--- config.mk ---
export PLATFORM = sky130hd
export DESIGN_NAME = i2c_register_access_master
export DESIGN_NICKNAME = d
export VERILOG_FILES = /design/src/rtl/core/i2cram_pkg.sv /design/src/rtl/core/i2cram_engine.sv /design/src/rtl/core/i2c_register_access_master.sv
export VERILOG_INCLUDE_DIRS = /design/src /design/src/rtl/core
export SDC_FILE = /design/constraint.sdc
export NUM_CORES = 1
export LEC_CHECK = 0
export BUFFER_PORTS_ARGS = -buffer_cell sky130_fd_sc_hd__buf_4
export CAP_MARGIN = 15
export CORE_AREA = 2 2 153 140
export CTS_CLUSTER_DIAMETER = 80
export DETAILED_ROUTE_END_ITERATION = 8
export DIE_AREA = 0 0 155 142
export GPL_TIMING_DRIVEN = 0
export HOLD_SLACK_MARGIN = 0.02
export PLACE_DENSITY = 0.69
export SKIP_LAST_GASP = 1
export SLEW_MARGIN = 10
export SYNTH_ARGS = -nofsm -noshare
export SYNTH_HDL_FRONTEND = slang
export SYNTH_HIERARCHICAL = 1
export SYNTH_SLANG_ARGS = --single-unit
--- constraint.sdc ---
create_clock -name clk -period 4.8 [get_ports clk]
set_input_delay 0.72 -clock clk [delete_from_list [all_inputs] [get_ports clk]]
set_output_delay 0.72 -clock clk [all_outputs]
set_load 0.02 [all_outputs]
--- src/rtl/core/i2c_register_access_master_macros.svh ---
`ifndef I2C_REGISTER_ACCESS_MASTER_MACROS_SVH
`define I2C_REGISTER_ACCESS_MASTER_MACROS_SVH

// Same-cycle implication, checked out of reset.
`define I2CRAM_ASSERT_NOW(lbl, ante, cons, msg) \
  lbl: assert property (@(posedge clk) disable iff (!rst_n) (ante) |-> (cons)) \
    else $error(msg);

// Next-cycle implication, checked out of reset.
`define I2CRAM_ASSERT_NEXT(lbl, ante, cons, msg) \
  lbl: assert property (@(posedge clk) disable iff (!rst_n) (ante) |=> (cons)) \
    else $error(msg);

`endif

--- src/rtl/core/i2cram_pkg.sv ---
package i2cram_pkg;

  localparam int TIMER_BITS_DEF = 16;
  localparam int HALF_W         = 16;
  localparam int CFG_IDX_W      = 2;
  localparam int CFG_DATA_W     = 16;

  localparam logic [6:0]  DEV_ADDR_RST    = 7'd93;
  localparam logic [15:0] HALF_PERIOD_RST = 16'd50;
  localparam logic [15:0] ACK_LIMIT_RST   = 16'd2000;

  localparam logic [CFG_IDX_W-1:0] CFG_DEV_ADDR    = 2'd0;
  localparam logic [CFG_IDX_W-1:0] CFG_HALF_PERIOD = 2'd1;
  localparam logic [CFG_IDX_W-1:0] CFG_ACK_LIMIT   = 2'd2;

  localparam logic [1:0] FUNC_TICK  = 2'd0;
  localparam logic [1:0] FUNC_READ  = 2'd1;
  localparam logic [1:0] FUNC_WRITE = 2'd2;

  localparam logic [1:0] ST_OK        = 2'd0;
  localparam logic [1:0] ST_ADDR_NACK = 2'd1;
  localparam logic [1:0] ST_REG_NACK  = 2'd2;
  localparam logic [1:0] ST_DATA_NACK = 2'd3;

  typedef enum logic [4:0] {
    PH_IDLE, PH_START1, PH_WR_ADDRW, PH_ACK_ADDRW, PH_WR_REGHI, PH_ACK_REGHI,
    PH_WR_REGLO, PH_ACK_REGLO, PH_MID_STOP, PH_START2, PH_WR_ADDRR, PH_ACK_ADDRR,
    PH_RD_DATA, PH_RD_ACK, PH_WR_DATA, PH_ACK_DATA, PH_STOP_FINAL
  } phase_t;

  typedef struct packed {
    logic [1:0]  func;
    logic [15:0] reg_index;
    logic [7:0]  byte_count;
    logic [7:0]  wr_byte;
    logic        sda_in;
  } in_word_t;

  typedef struct packed {
    logic       scl;
    logic       sda_out;
    logic       sda_oe;
    logic       busy_res;
    logic       byte_taken;
    logic       rd_valid;
    logic [7:0] rd_byte;
    logic       done_res;
    logic [1:0] status;
  } out_word_t;

  typedef struct packed {
    logic [6:0]  dev_addr;
    logic [15:0] half_period;
    logic [15:0] ack_limit;
  } cfg_t;

endpackage

--- src/rtl/core/i2cram_engine.sv ---
module i2cram_engine #(
  parameter int TIMER_BITS = i2cram_pkg::TIMER_BITS_DEF
) (
  input  logic                 clk,
  input  logic                 rst_n,
  input  logic                 step_en,
  input  i2cram_pkg::in_word_t in_word,
  input  i2cram_pkg::cfg_t     cfg,
  output i2cram_pkg::out_word_t res
);

  localparam int CW = (TIMER_BITS > i2cram_pkg::HALF_W) ? TIMER_BITS : i2cram_pkg::HALF_W;
  localparam logic [CW:0] TMASK = (CW+1)'((64'd1 << TIMER_BITS) - 64'd1);

  function automatic logic is_start(i2cram_pkg::phase_t p);
    return p == i2cram_pkg::PH_START1 || p == i2cram_pkg::PH_START2;
  endfunction

  function automatic logic is_stop(i2cram_pkg::phase_t p);
    return p == i2cram_pkg::PH_MID_STOP || p == i2cram_pkg::PH_STOP_FINAL;
  endfunction

  function automatic logic is_write(i2cram_pkg::phase_t p);
    return p == i2cram_pkg::PH_WR_ADDRW || p == i2cram_pkg::PH_WR_REGHI ||
           p == i2cram_pkg::PH_WR_REGLO || p == i2cram_pkg::PH_WR_ADDRR ||
           p == i2cram_pkg::PH_WR_DATA;
  endfunction

  function automatic logic is_ack(i2cram_pkg::phase_t p);
    return p == i2cram_pkg::PH_ACK_ADDRW || p == i2cram_pkg::PH_ACK_REGHI ||
           p == i2cram_pkg::PH_ACK_REGLO || p == i2cram_pkg::PH_ACK_ADDRR ||
           p == i2cram_pkg::PH_ACK_DATA;
  endfunction

  function automatic logic [1:0] fail_code(i2cram_pkg::phase_t p);
    logic [1:0] c;
    c = i2cram_pkg::ST_DATA_NACK;
    if (p == i2cram_pkg::PH_ACK_ADDRW) c = i2cram_pkg::ST_ADDR_NACK;
    else if (p == i2cram_pkg::PH_ACK_REGHI || p == i2cram_pkg::PH_ACK_REGLO)
      c = i2cram_pkg::ST_REG_NACK;
    return c;
  endfunction

  i2cram_pkg::phase_t    phase_r, phase_nxt;
  logic [1:0]            sub_r, sub_nxt;
  logic [3:0]            bit_r, bit_nxt;
  logic                  rd_op_r, rd_op_nxt;
  logic [15:0]           reg_r, reg_nxt;
  logic [7:0]            left_r, left_nxt;
  logic [7:0]            shift_r, shift_nxt;
  logic [TIMER_BITS-1:0] timer_r, timer_nxt;
  logic [TIMER_BITS-1:0] ack_cnt_r, ack_cnt_nxt;
  logic [1:0]            status_r, status_nxt;

  logic [CW:0]           half_ext, half_sat, lim_ext, lim_sat, timer_inc, cnt_cmp;
  logic [TIMER_BITS-1:0] cnt_wrap;

  i2cram_pkg::phase_t    pd_phase;
  logic [7:0]            pd_shift;
  logic                  pd_taken, pd_done, pd_dec;
  logic                  apply_pd;
  logic [6:0]            addr;

  logic scl, sda, oe, taken, rv, done;
  logic [7:0] rb;

  assign half_ext  = (CW+1)'(cfg.half_period);
  assign half_sat  = (half_ext == '0) ? (CW+1)'(1) : ((half_ext > TMASK) ? TMASK : half_ext);
  assign lim_ext   = (CW+1)'(cfg.ack_limit);
  assign lim_sat   = (lim_ext > TMASK) ? TMASK : lim_ext;
  assign timer_inc = (CW+1)'(timer_r) + (CW+1)'(1);
  assign cnt_wrap  = ack_cnt_r + TIMER_BITS'(1);
  assign cnt_cmp   = (CW+1)'(cnt_wrap);
  assign addr      = cfg.dev_addr;

  // Bus levels for the current step.
  always_comb begin
    scl = 1'b1;
    sda = 1'b1;
    oe  = 1'b0;
    if (is_start(phase_r)) begin
      scl = sub_r != 2'd0;
      sda = sub_r != 2'd2;
      oe  = sub_r != 2'd0;
    end else if (is_stop(phase_r)) begin
      scl = sub_r != 2'd0;
      sda = sub_r == 2'd2;
      oe  = 1'b1;
    end else if (is_write(phase_r)) begin
      oe = 1'b1;
      if (bit_r == 4'd0) begin
        scl = 1'b0;
        sda = 1'b0;
      end else if (sub_r == 2'd0) begin
        scl = 1'b0;
        sda = (bit_r == 4'd1) ? 1'b0 : shift_r[0];
      end else begin
        scl = sub_r == 2'd2;
        sda = shift_r[7];
      end
    end else if (is_ack(phase_r)) begin
      scl = sub_r == 2'd2;
    end else if (phase_r == i2cram_pkg::PH_RD_DATA) begin
      scl = bit_r != 4'd0 && sub_r == 2'd1;
    end else if (phase_r == i2cram_pkg::PH_RD_ACK) begin
      scl = sub_r == 2'd2;
      sda = (sub_r == 2'd0) ? 1'b1 : (left_r == 8'd0);
      oe  = sub_r != 2'd0;
    end
  end

  // Successor when the current phase completes.
  always_comb begin
    pd_phase = i2cram_pkg::PH_IDLE;
    pd_shift = 8'd0;
    pd_taken = 1'b0;
    pd_done  = 1'b0;
    pd_dec   = 1'b0;
    if (is_ack(phase_r) && status_r != i2cram_pkg::ST_OK) begin
      pd_phase = i2cram_pkg::PH_STOP_FINAL;
    end else begin
      unique case (phase_r)
        i2cram_pkg::PH_START1: begin
          pd_phase = i2cram_pkg::PH_WR_ADDRW;
          pd_shift = {addr, 1'b0};
        end
        i2cram_pkg::PH_WR_ADDRW:  pd_phase = i2cram_pkg::PH_ACK_ADDRW;
        i2cram_pkg::PH_ACK_ADDRW: begin
          pd_phase = i2cram_pkg::PH_WR_REGHI;
          pd_shift = reg_r[15:8];
        end
        i2cram_pkg::PH_WR_REGHI:  pd_phase = i2cram_pkg::PH_ACK_REGHI;
        i2cram_pkg::PH_ACK_REGHI: begin
          pd_phase = i2cram_pkg::PH_WR_REGLO;
          pd_shift = reg_r[7:0];
        end
        i2cram_pkg::PH_WR_REGLO:  pd_phase = i2cram_pkg::PH_ACK_REGLO;
        i2cram_pkg::PH_ACK_REGLO, i2cram_pkg::PH_ACK_DATA: begin
          if (phase_r == i2cram_pkg::PH_ACK_REGLO && rd_op_r) begin
            pd_phase = i2cram_pkg::PH_MID_STOP;
          end else if (left_r == 8'd0) begin
            pd_phase = i2cram_pkg::PH_STOP_FINAL;
          end else begin
            pd_phase = i2cram_pkg::PH_WR_DATA;
            pd_shift = in_word.wr_byte;
            pd_taken = 1'b1;
            pd_dec   = 1'b1;
          end
        end
        i2cram_pkg::PH_MID_STOP: pd_phase = i2cram_pkg::PH_START2;
        i2cram_pkg::PH_START2: begin
          pd_phase = i2cram_pkg::PH_WR_ADDRR;
          pd_shift = {addr, 1'b1};
        end
        i2cram_pkg::PH_WR_ADDRR: pd_phase = i2cram_pkg::PH_ACK_ADDRR;
        i2cram_pkg::PH_ACK_ADDRR, i2cram_pkg::PH_RD_ACK: begin
          pd_phase = (left_r == 8'd0) ? i2cram_pkg::PH_STOP_FINAL : i2cram_pkg::PH_RD_DATA;
        end
        i2cram_pkg::PH_WR_DATA:    pd_phase = i2cram_pkg::PH_ACK_DATA;
        i2cram_pkg::PH_STOP_FINAL: pd_done = 1'b1;
        default:                   pd_phase = i2cram_pkg::PH_IDLE;
      endcase
    end
  end

  // One tick of the bus sequencer.
  always_comb begin
    phase_nxt   = phase_r;
    sub_nxt     = sub_r;
    bit_nxt     = bit_r;
    rd_op_nxt   = rd_op_r;
    reg_nxt     = reg_r;
    left_nxt    = left_r;
    shift_nxt   = shift_r;
    timer_nxt   = timer_r;
    ack_cnt_nxt = ack_cnt_r;
    status_nxt  = status_r;
    apply_pd    = 1'b0;
    taken       = 1'b0;
    rv          = 1'b0;
    rb          = 8'd0;
    done        = 1'b0;

    if (phase_r == i2cram_pkg::PH_IDLE) begin
      if (in_word.func == i2cram_pkg::FUNC_READ || in_word.func == i2cram_pkg::FUNC_WRITE) begin
        rd_op_nxt  = in_word.func == i2cram_pkg::FUNC_READ;
        reg_nxt    = in_word.reg_index;
        left_nxt   = in_word.byte_count;
        status_nxt = i2cram_pkg::ST_OK;
        phase_nxt  = i2cram_pkg::PH_START1;
        sub_nxt    = 2'd0;
        bit_nxt    = 4'd0;
        timer_nxt  = '0;
        shift_nxt  = 8'd0;
      end
    end else if (is_ack(phase_r) && sub_r == 2'd1) begin
      if (!in_word.sda_in) begin
        sub_nxt   = 2'd2;
        timer_nxt = '0;
      end else begin
        ack_cnt_nxt = cnt_wrap;
        if (cnt_cmp >= lim_sat) begin
          status_nxt = fail_code(phase_r);
          sub_nxt    = 2'd2;
          timer_nxt  = '0;
        end
      end
    end else if (timer_inc < half_sat) begin
      timer_nxt = TIMER_BITS'(timer_inc);
    end else begin
      timer_nxt = '0;
      if (is_start(phase_r) || is_stop(phase_r) || phase_r == i2cram_pkg::PH_RD_ACK) begin
        if (sub_r < 2'd2) sub_nxt = sub_r + 2'd1;
        else apply_pd = 1'b1;
      end else if (is_write(phase_r)) begin
        if (bit_r == 4'd0) begin
          bit_nxt = 4'd1;
          sub_nxt = 2'd0;
        end else if (sub_r < 2'd2) begin
          sub_nxt = sub_r + 2'd1;
        end else begin
          shift_nxt = {shift_r[6:0], shift_r[7]};
          if (bit_r < 4'd8) begin
            bit_nxt = bit_r + 4'd1;
            sub_nxt = 2'd0;
          end else begin
            apply_pd = 1'b1;
          end
        end
      end else if (is_ack(phase_r)) begin
        if (sub_r == 2'd0) begin
          sub_nxt     = 2'd1;
          ack_cnt_nxt = '0;
        end else begin
          apply_pd = 1'b1;
        end
      end else if (phase_r == i2cram_pkg::PH_RD_DATA) begin
        if (bit_r == 4'd0) begin
          bit_nxt = 4'd1;
          sub_nxt = 2'd0;
        end else if (sub_r == 2'd0) begin
          sub_nxt = 2'd1;
        end else begin
          shift_nxt = {shift_r[6:0], in_word.sda_in};
          if (bit_r < 4'd8) begin
            bit_nxt = bit_r + 4'd1;
            sub_nxt = 2'd0;
          end else begin
            rv = 1'b1;
            rb = {shift_r[6:0], in_word.sda_in};
            if (left_r != 8'd0) left_nxt = left_r - 8'd1;
            phase_nxt = i2cram_pkg::PH_RD_ACK;
            sub_nxt   = 2'd0;
            bit_nxt   = 4'd0;
          end
        end
      end else begin
        phase_nxt = i2cram_pkg::PH_IDLE;
        sub_nxt   = 2'd0;
        bit_nxt   = 4'd0;
        shift_nxt = 8'd0;
      end
    end

    if (apply_pd) begin
      phase_nxt = pd_phase;
      sub_nxt   = 2'd0;
      bit_nxt   = 4'd0;
      shift_nxt = pd_shift;
      taken     = pd_taken;
      done      = pd_done;
      if (pd_dec) left_nxt = left_r - 8'd1;
    end
  end

  always_ff @(posedge clk) begin
    if (!rst_n) begin
      phase_r   <= i2cram_pkg::PH_IDLE;
      sub_r     <= 2'd0;
      bit_r     <= 4'd0;
      rd_op_r   <= 1'b0;
      reg_r     <= 16'd0;
      left_r    <= 8'd0;
      shift_r   <= 8'd0;
      timer_r   <= '0;
      ack_cnt_r <= '0;
      status_r  <= i2cram_pkg::ST_OK;
    end else if (step_en) begin
      phase_r   <= phase_nxt;
      sub_r     <= sub_nxt;
      bit_r     <= bit_nxt;
      rd_op_r   <= rd_op_nxt;
      reg_r     <= reg_nxt;
      left_r    <= left_nxt;
      shift_r   <= shift_nxt;
      timer_r   <= timer_nxt;
      ack_cnt_r <= ack_cnt_nxt;
      status_r  <= status_nxt;
    end
  end

  always_comb begin
    res            = '0;
    res.scl        = scl;
    res.sda_out    = sda;
    res.sda_oe     = oe;
    res.busy_res   = phase_r != i2cram_pkg::PH_IDLE;
    res.byte_taken = taken;
    res.rd_valid   = rv;
    res.rd_byte    = rb;
    res.done_res   = done;
    res.status     = done ? status_r : i2cram_pkg::ST_OK;
  end

endmodule

--- src/rtl/core/i2c_register_access_master.sv ---
// I2C master for register reads and writes at 16-bit register addresses, one bus tick per word.
// Input channel (in_valid/in_ready/in_word): each word is one tick carrying
// the sampled SDA level, the next write byte and, while idle, a command
// (func read or write, register address, byte count).
// Result channel (out_valid/out_ready/out_word): exactly one word per input
// word, in order: SCL/SDA drive levels, busy, byte taken, received byte,
// done and status.
// Config port (cfg_wr_en/cfg_index/cfg_data): device address, half period
// in ticks and acknowledge timeout; write only while no transfer is active.
// Each result word is registered in the output register, or in the second buffer entry while the output is stalled.
// Throughput: one word per cycle while in_ready is high, since the sequencer step
// between the input and the output register is combinational.
// A two-entry output buffer keeps in_ready high while the output is stalled;
// in_ready falls only once both entries hold words, and no word is lost.
// Reset (synchronous, rst_n low) returns the sequencer to idle, empties the
// output buffer and restores the register defaults (93, 50, 2000).
module i2c_register_access_master #(
  parameter int TIMER_BITS = i2cram_pkg::TIMER_BITS_DEF
) (
  input  logic                                clk,
  input  logic                                rst_n,
  input  logic                                in_valid,
  output logic                                in_ready,
  input  i2cram_pkg::in_word_t                in_word,
  output logic                                out_valid,
  input  logic                                out_ready,
  output i2cram_pkg::out_word_t               out_word,
  input  logic                                cfg_wr_en,
  input  logic [i2cram_pkg::CFG_IDX_W-1:0]    cfg_index,
  input  logic [i2cram_pkg::CFG_DATA_W-1:0]   cfg_data
);

  `include "i2c_register_access_master_macros.svh"

  i2cram_pkg::cfg_t      cfg_r;
  i2cram_pkg::out_word_t res;
  i2cram_pkg::out_word_t out_word_r, out_word_nxt;
  i2cram_pkg::out_word_t skid_word_r, skid_word_nxt;
  logic                  out_valid_r, out_valid_nxt;
  logic                  skid_vld_r, skid_vld_nxt;
  logic                  in_fire, out_take;

  assign in_ready  = !skid_vld_r;
  assign in_fire   = in_valid && in_ready;
  assign out_take  = !out_valid_r || out_ready;
  assign out_valid = out_valid_r;
  assign out_word  = out_word_r;

  always_ff @(posedge clk) begin
    if (!rst_n) begin
      cfg_r.dev_addr    <= i2cram_pkg::DEV_ADDR_RST;
      cfg_r.half_period <= i2cram_pkg::HALF_PERIOD_RST;
      cfg_r.ack_limit   <= i2cram_pkg::ACK_LIMIT_RST;
    end else if (cfg_wr_en) begin
      unique case (cfg_index)
        i2cram_pkg::CFG_DEV_ADDR:    cfg_r.dev_addr    <= cfg_data[6:0];
        i2cram_pkg::CFG_HALF_PERIOD: cfg_r.half_period <= cfg_data[15:0];
        i2cram_pkg::CFG_ACK_LIMIT:   cfg_r.ack_limit   <= cfg_data[15:0];
        default: ;
      endcase
    end
  end

  i2cram_engine #(
    .TIMER_BITS(TIMER_BITS)
  ) u_engine (
    .clk     (clk),
    .rst_n   (rst_n),
    .step_en (in_fire),
    .in_word (in_word),
    .cfg     (cfg_r),
    .res     (res)
  );

  always_comb begin
    out_valid_nxt = out_valid_r;
    out_word_nxt  = out_word_r;
    skid_vld_nxt  = skid_vld_r;
    skid_word_nxt = skid_word_r;
    if (out_take) begin
      if (skid_vld_r) begin
        out_valid_nxt = 1'b1;
        out_word_nxt  = skid_word_r;
        skid_vld_nxt  = 1'b0;
      end else if (in_fire) begin
        out_valid_nxt = 1'b1;
        out_word_nxt  = res;
      end else begin
        out_valid_nxt = 1'b0;
      end
    end else if (in_fire) begin
      skid_vld_nxt  = 1'b1;
      skid_word_nxt = res;
    end
  end

  always_ff @(posedge clk) begin
    if (!rst_n) begin
      out_valid_r <= 1'b0;
      skid_vld_r  <= 1'b0;
    end else begin
      out_valid_r <= out_valid_nxt;
      skid_vld_r  <= skid_vld_nxt;
    end
  end

  always_ff @(posedge clk) begin
    out_word_r  <= out_word_nxt;
    skid_word_r <= skid_word_nxt;
  end

  `I2CRAM_ASSERT_NOW(a_skid_behind_out, skid_vld_r, out_valid_r, "skid word without output word")
  `I2CRAM_ASSERT_NOW(a_idle_bus_released, out_valid_r && !out_word_r.busy_res,
    out_word_r.scl && out_word_r.sda_out && !out_word_r.sda_oe, "idle word drives the bus")
  `I2CRAM_ASSERT_NOW(a_status_with_done, out_valid_r && !out_word_r.done_res,
    out_word_r.status == i2cram_pkg::ST_OK, "status reported without done")
  `I2CRAM_ASSERT_NEXT(a_full_holds_ready, skid_vld_r && !out_ready,
    !in_ready, "input taken while buffer full")

endmodule

* Yosys cells after proc, flatten, opt, wreduce, memory -nomap -nowiden *
Index checks and enable logic that the tools add are counted.

storage, ports and cells
  logic and storage cells = 324
  output and inout port bits = 19
  input bits = 58
  register bits = 153

operators by class
  eq/ne operators = 52
  add/sub/neg operators = 5
  multiplexer cells = 170
  bitwise logic cells = 3
  order comparisons = 6
  reduce and logical (&&, ||, !) cells = 55

operators with widths
  cell                                                  count
  two-way mux 8 bit                                     40
  two-way mux 16 bit                                    15
  two-way mux 5 bit                                     16
  two-way mux 4 bit                                     15
  case mux 5 bit (12 select lines)                      1
  two-way mux 1 bit                                     56
  two-way mux 17 bit                                    3
  two-way mux 2 bit                                     23
  equality test 5 x 4 -> 1 bit (second input constant)  8
  case mux 8 bit (5 select lines)                       1
  > comparator 16 bit (second input constant)           2
  != test 4 x 2 -> 1 bit (second input constant)        6
  equality test 5 x 3 -> 1 bit (second input constant)  4
  AND reduction 10 bit                                  2
  adder 16 x 1 -> 17 bit (second input constant)        1
  >= comparator 16 x 17 -> 1 bit                        1
  zero test 17 bit                                      1
  < comparator 17 bit                                   1
  adder 16 x 1 -> 16 bit (second input constant)        1
  nonzero test 2 bit                                    8
  logical OR 1 bit                                      15
  != test 3 x 1 -> 1 bit (second input constant)        5
  != test 5 x 2 -> 1 bit (second input constant)        3
  != test 5 x 3 -> 1 bit (second input constant)        3
  36 further kinds                                      60

* Depth between registers and ports, before layout *
Gate-level depths: netlist of the first run.

  depth in word-level cells = 15
  depth in mapped cells = 18
  gate-level depth less buffers = 17

* Modules after synthesis *
Netlist of the first run, hierarchy kept.

by module, submodules not included
  module                      seq. area each (um2)  area an instance (um2)  times used  cells each
  i2cram_engine               1561.5                6200.9                  1           861
  i2c_register_access_master  1841.8                2889.0                  1           224

* Least setup slack after synthesis of the first run *
No wires, ideal clock.

  path type = reg2reg
  from = reg u_engine.ack_cnt_r[0]
  to = reg u_engine.sub_r[0]
  library setup time = 101 ps
  period minus slack after synthesis = 3441 ps
  arrival time = 3340 ps
  cell stages (with the launch flop) = 18
  path buffers = 2
  required time = 4699 ps
  setup slack = 1359 ps
  cells stage by stage = dfxtp_1 ha_1 nand3_1 or3_1 nor2_1 nand3_1 nor2_1 xor2_1 ha_1 a21o_1 a21oi_1 o2111ai_1 a21oi_1 nand2b_1 buf_2 buf_2 o211ai_1 o41ai_1

between the ends
  cells in the longest elaborated chain, start to end = 4

RTL lines
  what                              RTL line              text
  start: declaration                i2cram_engine.sv:52   logic [TIMER_BITS-1:0] ack_cnt_r, ack_cnt_nxt;
  start signal: assignment          i2cram_engine.sv:297  ack_cnt_r <= ack_cnt_nxt;
  adder 16 x 1 -> 16 bit            i2cram_engine.sv:72   assign cnt_wrap = ack_cnt_r + TIMER_BITS'(1);
  >= comparator 16 x 17 -> 1 bit    i2cram_engine.sv:202  if (cnt_cmp >= lim_sat) begin
  != test 5 x 3 -> 1 bit (no line)  -
  AND reduction 7 bit (no line)     -
  end signal: assignment            i2cram_engine.sv:290  sub_r <= sub_nxt;
  end: declaration                  i2cram_engine.sv:45   logic [1:0] sub_r, sub_nxt;

Every way passes these cells.
A chain may end at the register's enable or synchronous reset.

* Worst setup path in the final report of the first run *
Ends and elaborated chain as after synthesis.

==> impl_metrics.ini, run 1 <==
[outcome]
status = finished clean

[power_and_ir_drop]
p_int_w = 0.00282
p_clk_share_pct = 32.4
leakagePower_nw = 4.32
combPwrFrac_pct = 32.1
peakVddDrop_mv = 0.270
powerDensity_mw_per_mm2 = 413
p_sw_w = 0.00157
swShare_pct = 35.9
power_frac_seq_pct = 35.5

[logic_synthesis]
syn_area_mm2 = 0.00909
synth.top_cell.area_share_pct = 26.2
synth_fp_nets = 1186
seq_area_frac_synth_pct = 37.4
synth_cells = 1085
yosysUniqueCellTypes = 83
ys_ff_latch = 153
yosys-top-cells-area = dfxtp_1, edfxtp_1, nand2_1
async_reset_ff_share_pct = 0
yosysMostFrequentCell = nand2_1
ys.warnings.count = 6
synth_common_cells = nand2_1, dfxtp_1, a21oi_1
ys.flop_type = dfxtp_1
post_synth.cell_area_avg_um2 = 8.38
synth_area_leader_cell = dfxtp_1
synth_edf_count = 34

[setup_path]
slowest_stage = or3_1
path_delay_family = simple AND/OR/NAND/NOR gates
critPathLaunchType = flop
path_buf_inv = 2
cp.arrival_ns = 4.67
crit_path_end_kind = flop
crit_fanout = 10
crit_chain = ha_1, nand3_1, or3_1, nor2_1, nand3_1, nor2_1, xor2_1, ha_1, a21o_1, a21oi_1, o2111ai_1, a21oi_1, nand2b_1, buf_2, buf_2, o211ai_1, o41ai_1
critPathMaxStageDelay_ns = 0.49
cp.required_ns = 5.12
setup.worst_path.class = reg -> reg

[placement]
place_ws_ns = 0.583
io_buffers = 76
place_hpwl_um = 19600
gp_congestion = 0.956

[route]
antenna_left = 0
drc_errors = 0
via_count = 8411
wl_per_cell_um = 18.1
vias_per_cell = 5.78
first_pass_iters = 5
dr.first_iter.drc_count = 787
wl_um = 26300

[global_routing]
track_usage_pct = 24.2
grt_max_degree = 18
grt_pass1_wl_um = 42000
first_global_vias = 8027
antenna_found_initial = 2
grt-ovfl-total = 0

[floorplan]
initial_utilization_pct = 44.4
fp.dieW_um = 155
die_y_um = 142
core_mm2 = 0.0205
dieArea_mm2 = 0.0220
placementRows = 50
ios = 77

[sta]
slew_headroom_pct = 41.4
layout_setup_ws_ns = 0.444
tns_ns = 0
tightest_slew_ns = 0.871
clock_skew_ns = 0.0102
fmax_mhz = 230
hold_viol_final = 0
finalCritPeriodShare_pct = 90.7
slew_violations = 0
setup_viol = 0
min_period_ns = 4.36
rsz0062_at_grt = no

[clock_tree]
post-cts-setup-buffers = 0
cts_hold_buf = 0
cts_buffer_depth = 2
cts.sinks = 153
tritoncts = yes
cts_resized = 0
clock_latency_ns = 0.43
clk_pin_slew_worst_paths_ns = 0.06
numCtsBuffers = 17
cts_root_buf = clkbuf_16
h-tree-depth = 4

[job]
maxCapViolations = 0

[cells_and_area]
final_nets = 1282
antenna_cells = 0
final_layout_size_suffix_gt1_share_pct = 15.7
area_delta_synth_final_pct = 17.1

[hold_path]
hold_class = reg -> reg
## tightest hold or removal path: stages, from the launching register on
cell and delay, ns:
dfxtp_1 0.31, nand2_1 0.05, a21oi_1 0.05
## layout by cell type, fill, tap and decap left out, types with 36 or more instances in the layout
| master | count |
|---|---|
| nand2_1 | 183 |
| dfxtp_1 | 119 |
| a21oi_1 | 92 |
| buf_4 | 85 |
| inv_1 | 56 |
| o21ai_0 | 55 |
| nor2_1 | 51 |
| ha_1 | 43 |
| nand3_1 | 37 |
| mux2i_1 | 36 |
## layout make-up
cell class / count / area (um2)
sequential: 153 / 3400
clock buffer: 22 / 497
clock inverter: 10 / 126
tap: 260 / 325
multi-input combinational: 803 / 5130
inverter: 58 / 218
buffer: 71 / 354
timing repair buffer: 77 / 582
fill: 1936 / 9820
## power by group through the flow
stage / registers, W / logic, W / clock network, W
floorplan: 0.00158 / 0.000948 / 0
global placement: 0.00158 / 0.00137 / 0
detailed placement: 0.00158 / 0.00138 / 0
CTS: 0.00156 / 0.00138 / 0.00144
global route: 0.00157 / 0.00153 / 0.00150
finish: 0.00156 / 0.00141 / 0.00142
## cells by family (layout without fill, tap and decap cells)
| group | count (synthesis) | after routing | synth area share, % |
|---|---|---|---|
| muxes | 54 | 54 | 6.19 |
| adders and majority gates | 43 | 43 | 5.92 |
| buffers and inverters | 129 | 238 | 6.29 |
| xor gates and xnor gates | 33 | 33 | 3.18 |
| DFF | 153 | 153 | 37.4 |
| AOI/OAI and AO/OA | 254 | 254 | 17.8 |
| and+or+nand+nor | 419 | 419 | 23.2 |
## flip-flops by register name (all words and copies together) (netlist names)
register            cells
cfg_r                  39
out_word               17
skid_word_r            17
u_engine/ack_cnt_r     16
u_engine/reg_r         16
u_engine/timer_r       16
u_engine/left_r         8
u_engine/shift_r        8
u_engine/phase_r        5
u_engine/bit_r          4
u_engine/status_r       2
u_engine/sub_r          2
out_valid               1
skid_vld_r              1
u_engine/rd_op_r        1
## metrics by stage
step                std cells  area, um2  util, %  hold WS [ns]  power [W]
floorplan                1085       9090        -         0.435    0.00253
global placement         1421       9990     48.8         0.442    0.00295
detailed placement       1422      10000     48.9         0.447    0.00296
CTS                      1454      10600     52.0         0.456    0.00438
global route             1454      10600     52.0         0.479    0.00460
finish                   1454      10600     52.0         0.457    0.00439
## final timing paths
path | startpoint | endpoint | slack, ns | cells after the start
setup / recovery | u_engine/ack_cnt_r[0] | u_engine/sub_r[0] | 0.44 | 17
hold / removal | u_engine/reg_r[9] | u_engine/reg_r[9] | 0.46 | 2
setup reg to reg | u_engine/ack_cnt_r[0] | u_engine/sub_r[0] | 0.44 | 17
hold reg to reg | u_engine/reg_r[9] | u_engine/reg_r[9] | 0.46 | 2
## routing by layer
layer / vias to the layer above / wire [um] / global-route usage [%] / part of all wire [%]
met3: 51 / 1820 / 5.79 / 6.9
li1: 4089 / - / - / -
met1: 3937 / 11900 / 31.8 / 45
met5: - / 0 / 0 / 0
met2: 334 / 12000 / 39.4 / 45
met4: 0 / 673 / 7.85 / 2.6
Note: power is estimated with default switching activity, not from simulation.
==> inputs of run 2 (changes only) <==
--- a/config.mk
+++ b/config.mk
@@ -6,15 +6,15 @@
 export SDC_FILE = /design/constraint.sdc
 export NUM_CORES = 1
 export LEC_CHECK = 0
-export BUFFER_PORTS_ARGS = -buffer_cell sky130_fd_sc_hd__buf_4
 export CAP_MARGIN = 15
 export CORE_AREA = 2 2 153 140
 export CTS_CLUSTER_DIAMETER = 80
 export DETAILED_ROUTE_END_ITERATION = 8
 export DIE_AREA = 0 0 155 142
+export DONT_BUFFER_PORTS = 1
 export GPL_TIMING_DRIVEN = 0
 export HOLD_SLACK_MARGIN = 0.02
-export PLACE_DENSITY = 0.69
+export PLACE_DENSITY = 0.66
 export SKIP_LAST_GASP = 1
 export SLEW_MARGIN = 10
 export SYNTH_ARGS = -nofsm -noshare
==> run 2 against run 1 <==
Effect of this change: via count is 4.1% lower; core utilization shrank 3.0 points; wire length is 4.5% lower; first-iteration DRC count increased by 8.0%.
==> impl_metrics.ini, run 2 (synthesis results as in run 1) <==
[outcome]
status = finished clean

[cells_and_area]
mostFrequentLayoutCells = nand2_1, dfxtp_1, a21oi_1, inv_1, o21ai_0
antenna_cells = 0
final_common_cell = nand2_1
final_layout_size_suffix_gt1_share_pct = 9.99
final_nets = 1209
top_register = cfg_r
final_area_mm2 = 0.0100
largest_register_ff_count = 39
area_delta_synth_final_pct = 10.3

[setup_path]
cp.required_ns = 5.13
r2r_cells = 17
cp.arrival_ns = 4.74
setup.worst_path.class = reg -> reg
crit_fanout = 10
crit_path_end_kind = flop
critPathMaxStageDelay_ns = 0.50
critPathLaunchType = flop
crit_chain = ha_1, nand3_1, or3_1, nor2_1, nand3_1, nor2_1, xor2_1, ha_1, a21o_1, a21oi_1, o2111ai_1, a21oi_1, nand2b_1, buf_2, buf_2, o211ai_1, o41ai_1
slowest_stage = or3_1

[power_and_ir_drop]
leakagePower_nw = 3.93
powerDensity_mw_per_mm2 = 418
peakVddDrop_mv = 0.258
power_w = 0.00419

[hold_path]
whs_path_depth = 2
hold_class = in -> reg

[route]
via_count = 8065
wl_um = 25200
first_pass_iters = 5
wl_per_cell_um = 18.2
dr.first_iter.drc_count = 850
antenna_left = 0
vias_per_cell = 5.84
drc_errors = 0

[sta]
finalCritPeriodShare_pct = 91.9
setup_viol = 0
tightest_slew_ns = 0.768
holdWs_ns = 0.427
clock_skew_ns = 0.0163
hold_viol_final = 0
min_period_ns = 4.41
tns_ns = 0
slew_violations = 0
rsz0062_at_grt = no
slew_headroom_pct = 48.7
fmax_mhz = 227
layout_setup_ws_ns = 0.391

[global_routing]
track_usage_pct = 23.2
gr-usage-met1_pct = 32.0
grt_pass1_wl_um = 40000
grt_use_met3_pct = 4.90
grt-ovfl-total = 0
grt_max_degree = 17
first_global_vias = 7421
antenna_found_initial = 1
grt-busiest-layer = met2
grtUsageMet2_pct = 36.7

[floorplan]
ios = 77
die_y_um = 142
placementRows = 50
initial_utilization_pct = 44.4
dieArea_mm2 = 0.0220
core_mm2 = 0.0205
fp.dieW_um = 155

[clock_tree]
clock_latency_ns = 0.44
h-tree-depth = 4
cts_hold_buf = 0
cts.sinks = 153
cts_buffer_depth = 2
clk_pin_slew_worst_paths_ns = 0.07
numCtsBuffers = 17
tritoncts = yes
cts_root_buf = clkbuf_16
post-cts-setup-buffers = 0
cts_resized = 0

[placement]
place_area_mm2 = 0.00945
place_ws_ns = 0.533
place_hpwl_um = 18800
gp_congestion = 1.00
io_buffers = 0

[job]
maxCapViolations = 0
run 2: changes by cell type in the layout (fill, tap and decap cells not counted), sizes merged:
cell | before | now
clkinv | 5 | 6
clkdlybuf4s18 | 0 | 1
inv | 61 | 62
buf | 118 | 43
bufinv | 2 | 1
clkinvlp | 0 | 3
clkbuf | 52 | 49
run 2: per-layer routing:
metal  vias to the layer above  share of wire, %
met5                         -                 0
met4                         0               2.2
met3                        43               6.4
met2                       305                45
met1                      3768                46
li1                       3949                 -
run 2: final cells by class:
class                   count  area [um2]
plain buffers              71         354
clock buffers              18         429
clock inverters            14         138
fillers                  1968       10400
inverters                  58         218
multi-input cells         803        5120
flip-flops and latches    153        3400
well taps                 260         325
repair buffers              4        37.5
run 2: worst paths after layout:
| check | from | to | slack, ns |
|---|---|---|---|
| hold / removal | in_word[21] | u_engine/reg_r[4] | 0.43 |
| hold reg to reg | cfg_r[15] | cfg_r[15] | 0.46 |
| setup reg to reg | u_engine/ack_cnt_r[0] | u_engine/sub_r[0] | 0.39 |
| setup / recovery | u_engine/ack_cnt_r[0] | u_engine/sub_r[0] | 0.39 |
run 2: worst max-delay path, delay by kind of cell, from the launching register on:
family	cells	cell delay, ns
AOI/OAI and AO/OA	6	1.12
and+or+nand+nor	6	1.44
xor gates and xnor gates	1	0.28
DFF	1	0.45
buffers and inverters	2	0.45
adders and majority gates	2	0.58
run 2: through the flow:
| stage | util (%) | std cells |
|---|---|---|
| 6_report | 49.0 | 1381 |
| 5_1_grt | 49.0 | 1381 |
| 4_1_cts | 49.0 | 1380 |
| 3_5_place_dp | 46.2 | 1348 |
| 3_3_place_gp | 46.0 | 1345 |
| 2_1_floorplan | - | 1085 |
run 2: power breakdown:
group	switching [W]	internal, W	total (W)
clock network	0.000584	0.000726	0.00131
logic	0.000848	0.000448	0.00130
registers	0.000122	0.00147	0.00159
total	0.00155	0.00264	0.00419
==> inputs of run 3 (changes only) <==
--- a/config.mk
+++ b/config.mk
@@ -6,7 +6,7 @@
 export SDC_FILE = /design/constraint.sdc
 export NUM_CORES = 1
 export LEC_CHECK = 0
-export CAP_MARGIN = 15
+export CAP_MARGIN = 10
 export CORE_AREA = 2 2 153 140
 export CTS_CLUSTER_DIAMETER = 80
 export DETAILED_ROUTE_END_ITERATION = 8
@@ -15,6 +15,7 @@
 export GPL_TIMING_DRIVEN = 0
 export HOLD_SLACK_MARGIN = 0.02
 export PLACE_DENSITY = 0.66
+export RECOVER_POWER = 25
 export SKIP_LAST_GASP = 1
 export SLEW_MARGIN = 10
 export SYNTH_ARGS = -nofsm -noshare
==> run 3 against run 2 <==
Effect of this change: sequential power barely moved; register-to-register slack improved by 0.03 ns; global-route usage fell by 0.42 points; fmax rose by 0.62%; total power rose by 0.43%; die area did not move; clock power barely moved; final cell count fell by 0.22%; flip-flop and latch count did not move; critical path type unchanged; highest routed layer unchanged.
==> impl_metrics.ini, run 3 (synthesis results as in run 1) <==
[clock_tree]
clock_latency_ns = 0.43
post-cts-setup-buffers = 0
tritoncts = yes
cts_root_buf = clkbuf_16
cts_hold_buf = 0
cts_buffer_depth = 2
clk_pin_slew_worst_paths_ns = 0.07
h-tree-depth = 4
cts_resized = 0
numCtsBuffers = 17
cts.sinks = 153

[cells_and_area]
final_area_mm2 = 0.0100
final_common_cell = nand2_1
final_layout_size_suffix_gt1_share_pct = 9.57
antenna_cells = 0
stdcell_count = 1378
area_delta_synth_final_pct = 10.1
largest_register_ff_count = 39
mostFrequentLayoutCells = nand2_1, dfxtp_1, a21oi_1, inv_1, o21ai_0
top_register = cfg_r
final_nets = 1206

[floorplan]
dieArea_mm2 = 0.0220
initial_utilization_pct = 44.4
die_y_um = 142
ios = 77
placementRows = 50
core_mm2 = 0.0205
fp.dieW_um = 155

[setup_path]
cp.arrival_ns = 4.71
critPathLaunchType = flop
crit_path_end_kind = flop
cp.required_ns = 5.13
setup.worst_path.class = reg -> reg
crit_fanout = 10

[power_and_ir_drop]
power_w = 0.00421
powerDensity_mw_per_mm2 = 421
p_sw_w = 0.00158
leakagePower_nw = 3.92
p_clk_share_pct = 31.5
power_frac_seq_pct = 37.7
peakVddDrop_mv = 0.235
p_int_w = 0.00263
combPwrFrac_pct = 30.8
swShare_pct = 37.6

[placement]
io_buffers = 0
placedCellCount = 1346
gp_congestion = 1.00
place_hpwl_um = 18700
place_area_mm2 = 0.00943

[sta]
tns_ns = 0
clock_skew_ns = 0.0119
tightest_slew_ns = 1.25
fmax_mhz = 228
slew_violations = 0
hold_viol_final = 0
setup_viol = 0
slew_headroom_pct = 16.2
rsz0062_at_grt = no
finalCritPeriodShare_pct = 91.3
holdWs_ns = 0.420
min_period_ns = 4.38

[global_routing]
grt_max_degree = 18
track_usage_pct = 22.8
grt-ovfl-total = 0
antenna_found_initial = 1
grt_pass1_wl_um = 39500
first_global_vias = 7394

[hold_path]
hold_class = in -> reg

[outcome]
status = finished clean

[route]
via_count = 7997
dr.first_iter.drc_count = 722
antenna_left = 0
wl_per_cell_um = 18.0
wl_um = 24800
vias_per_cell = 5.80
first_pass_iters = 6
drc_errors = 0

[job]
maxCapViolations = 0
-- run 3: worst paths after layout --
path	start	endpoint	slack (ns)	cells after the start
max	u_engine/ack_cnt_r[0]	u_engine/sub_r[0]	0.42	17
min	in_word[21]	u_engine/reg_r[4]	0.42	2
max reg2reg	u_engine/ack_cnt_r[0]	u_engine/sub_r[0]	0.42	17
min reg2reg	cfg_r[15]	cfg_r[15]	0.46	2
-- run 3: power by group through the flow --
stage | sequential [W] | clock, W | combinational (W)
2_1_floorplan | 0.00158 | 0 | 0.000948
3_3_place_gp | 0.00161 | 0 | 0.00125
3_5_place_dp | 0.00161 | 0 | 0.00126
4_1_cts | 0.00158 | 0.00135 | 0.00126
5_1_grt | 0.00160 | 0.00140 | 0.00141
6_report | 0.00159 | 0.00133 | 0.00130
-- run 3: final cells by class --
cell class,count,area [um2]
well taps,260,325
fillers,1941,10500
multi-input cells,803,5120
flip-flops and latches,153,3400
clock buffers,19,454
repair buffers,1,11.3
clock inverters,13,120
plain buffers,71,350
inverters,58,218
-- run 3: routing by layer --
layer / track usage [%] / share of wire, % / wire length, um
met5: 0 / 0 / 0
met1: 31.7 / 47 / 11600
met3: 4.02 / 6.9 / 1700
met2: 35.5 / 44 / 10900
met4: 8.38 / 2.7 / 663
-- run 3: stage by stage --
stage	worst slack (ns)	util, %
4_1_cts	0.471	48.9
5_1_grt	0.0886	48.9
3_5_place_dp	0.525	46.1
2_1_floorplan	1.36	-
3_3_place_gp	0.550	46.0
6_report	0.418	48.9
-- run 3: worst max-delay path: stages (launching register included) --
cell,delay (ns)
dfxtp_1,0.44
ha_1,0.26
nand3_1,0.19
or3_1,0.50
nor2_1,0.24
nand3_1,0.20
nor2_1,0.17
xor2_1,0.29
ha_1,0.31
a21o_1,0.16
a21oi_1,0.21
o2111ai_1,0.25
a21oi_1,0.27
nand2b_1,0.13
buf_2,0.21
buf_2,0.25
o211ai_1,0.10
o41ai_1,0.09
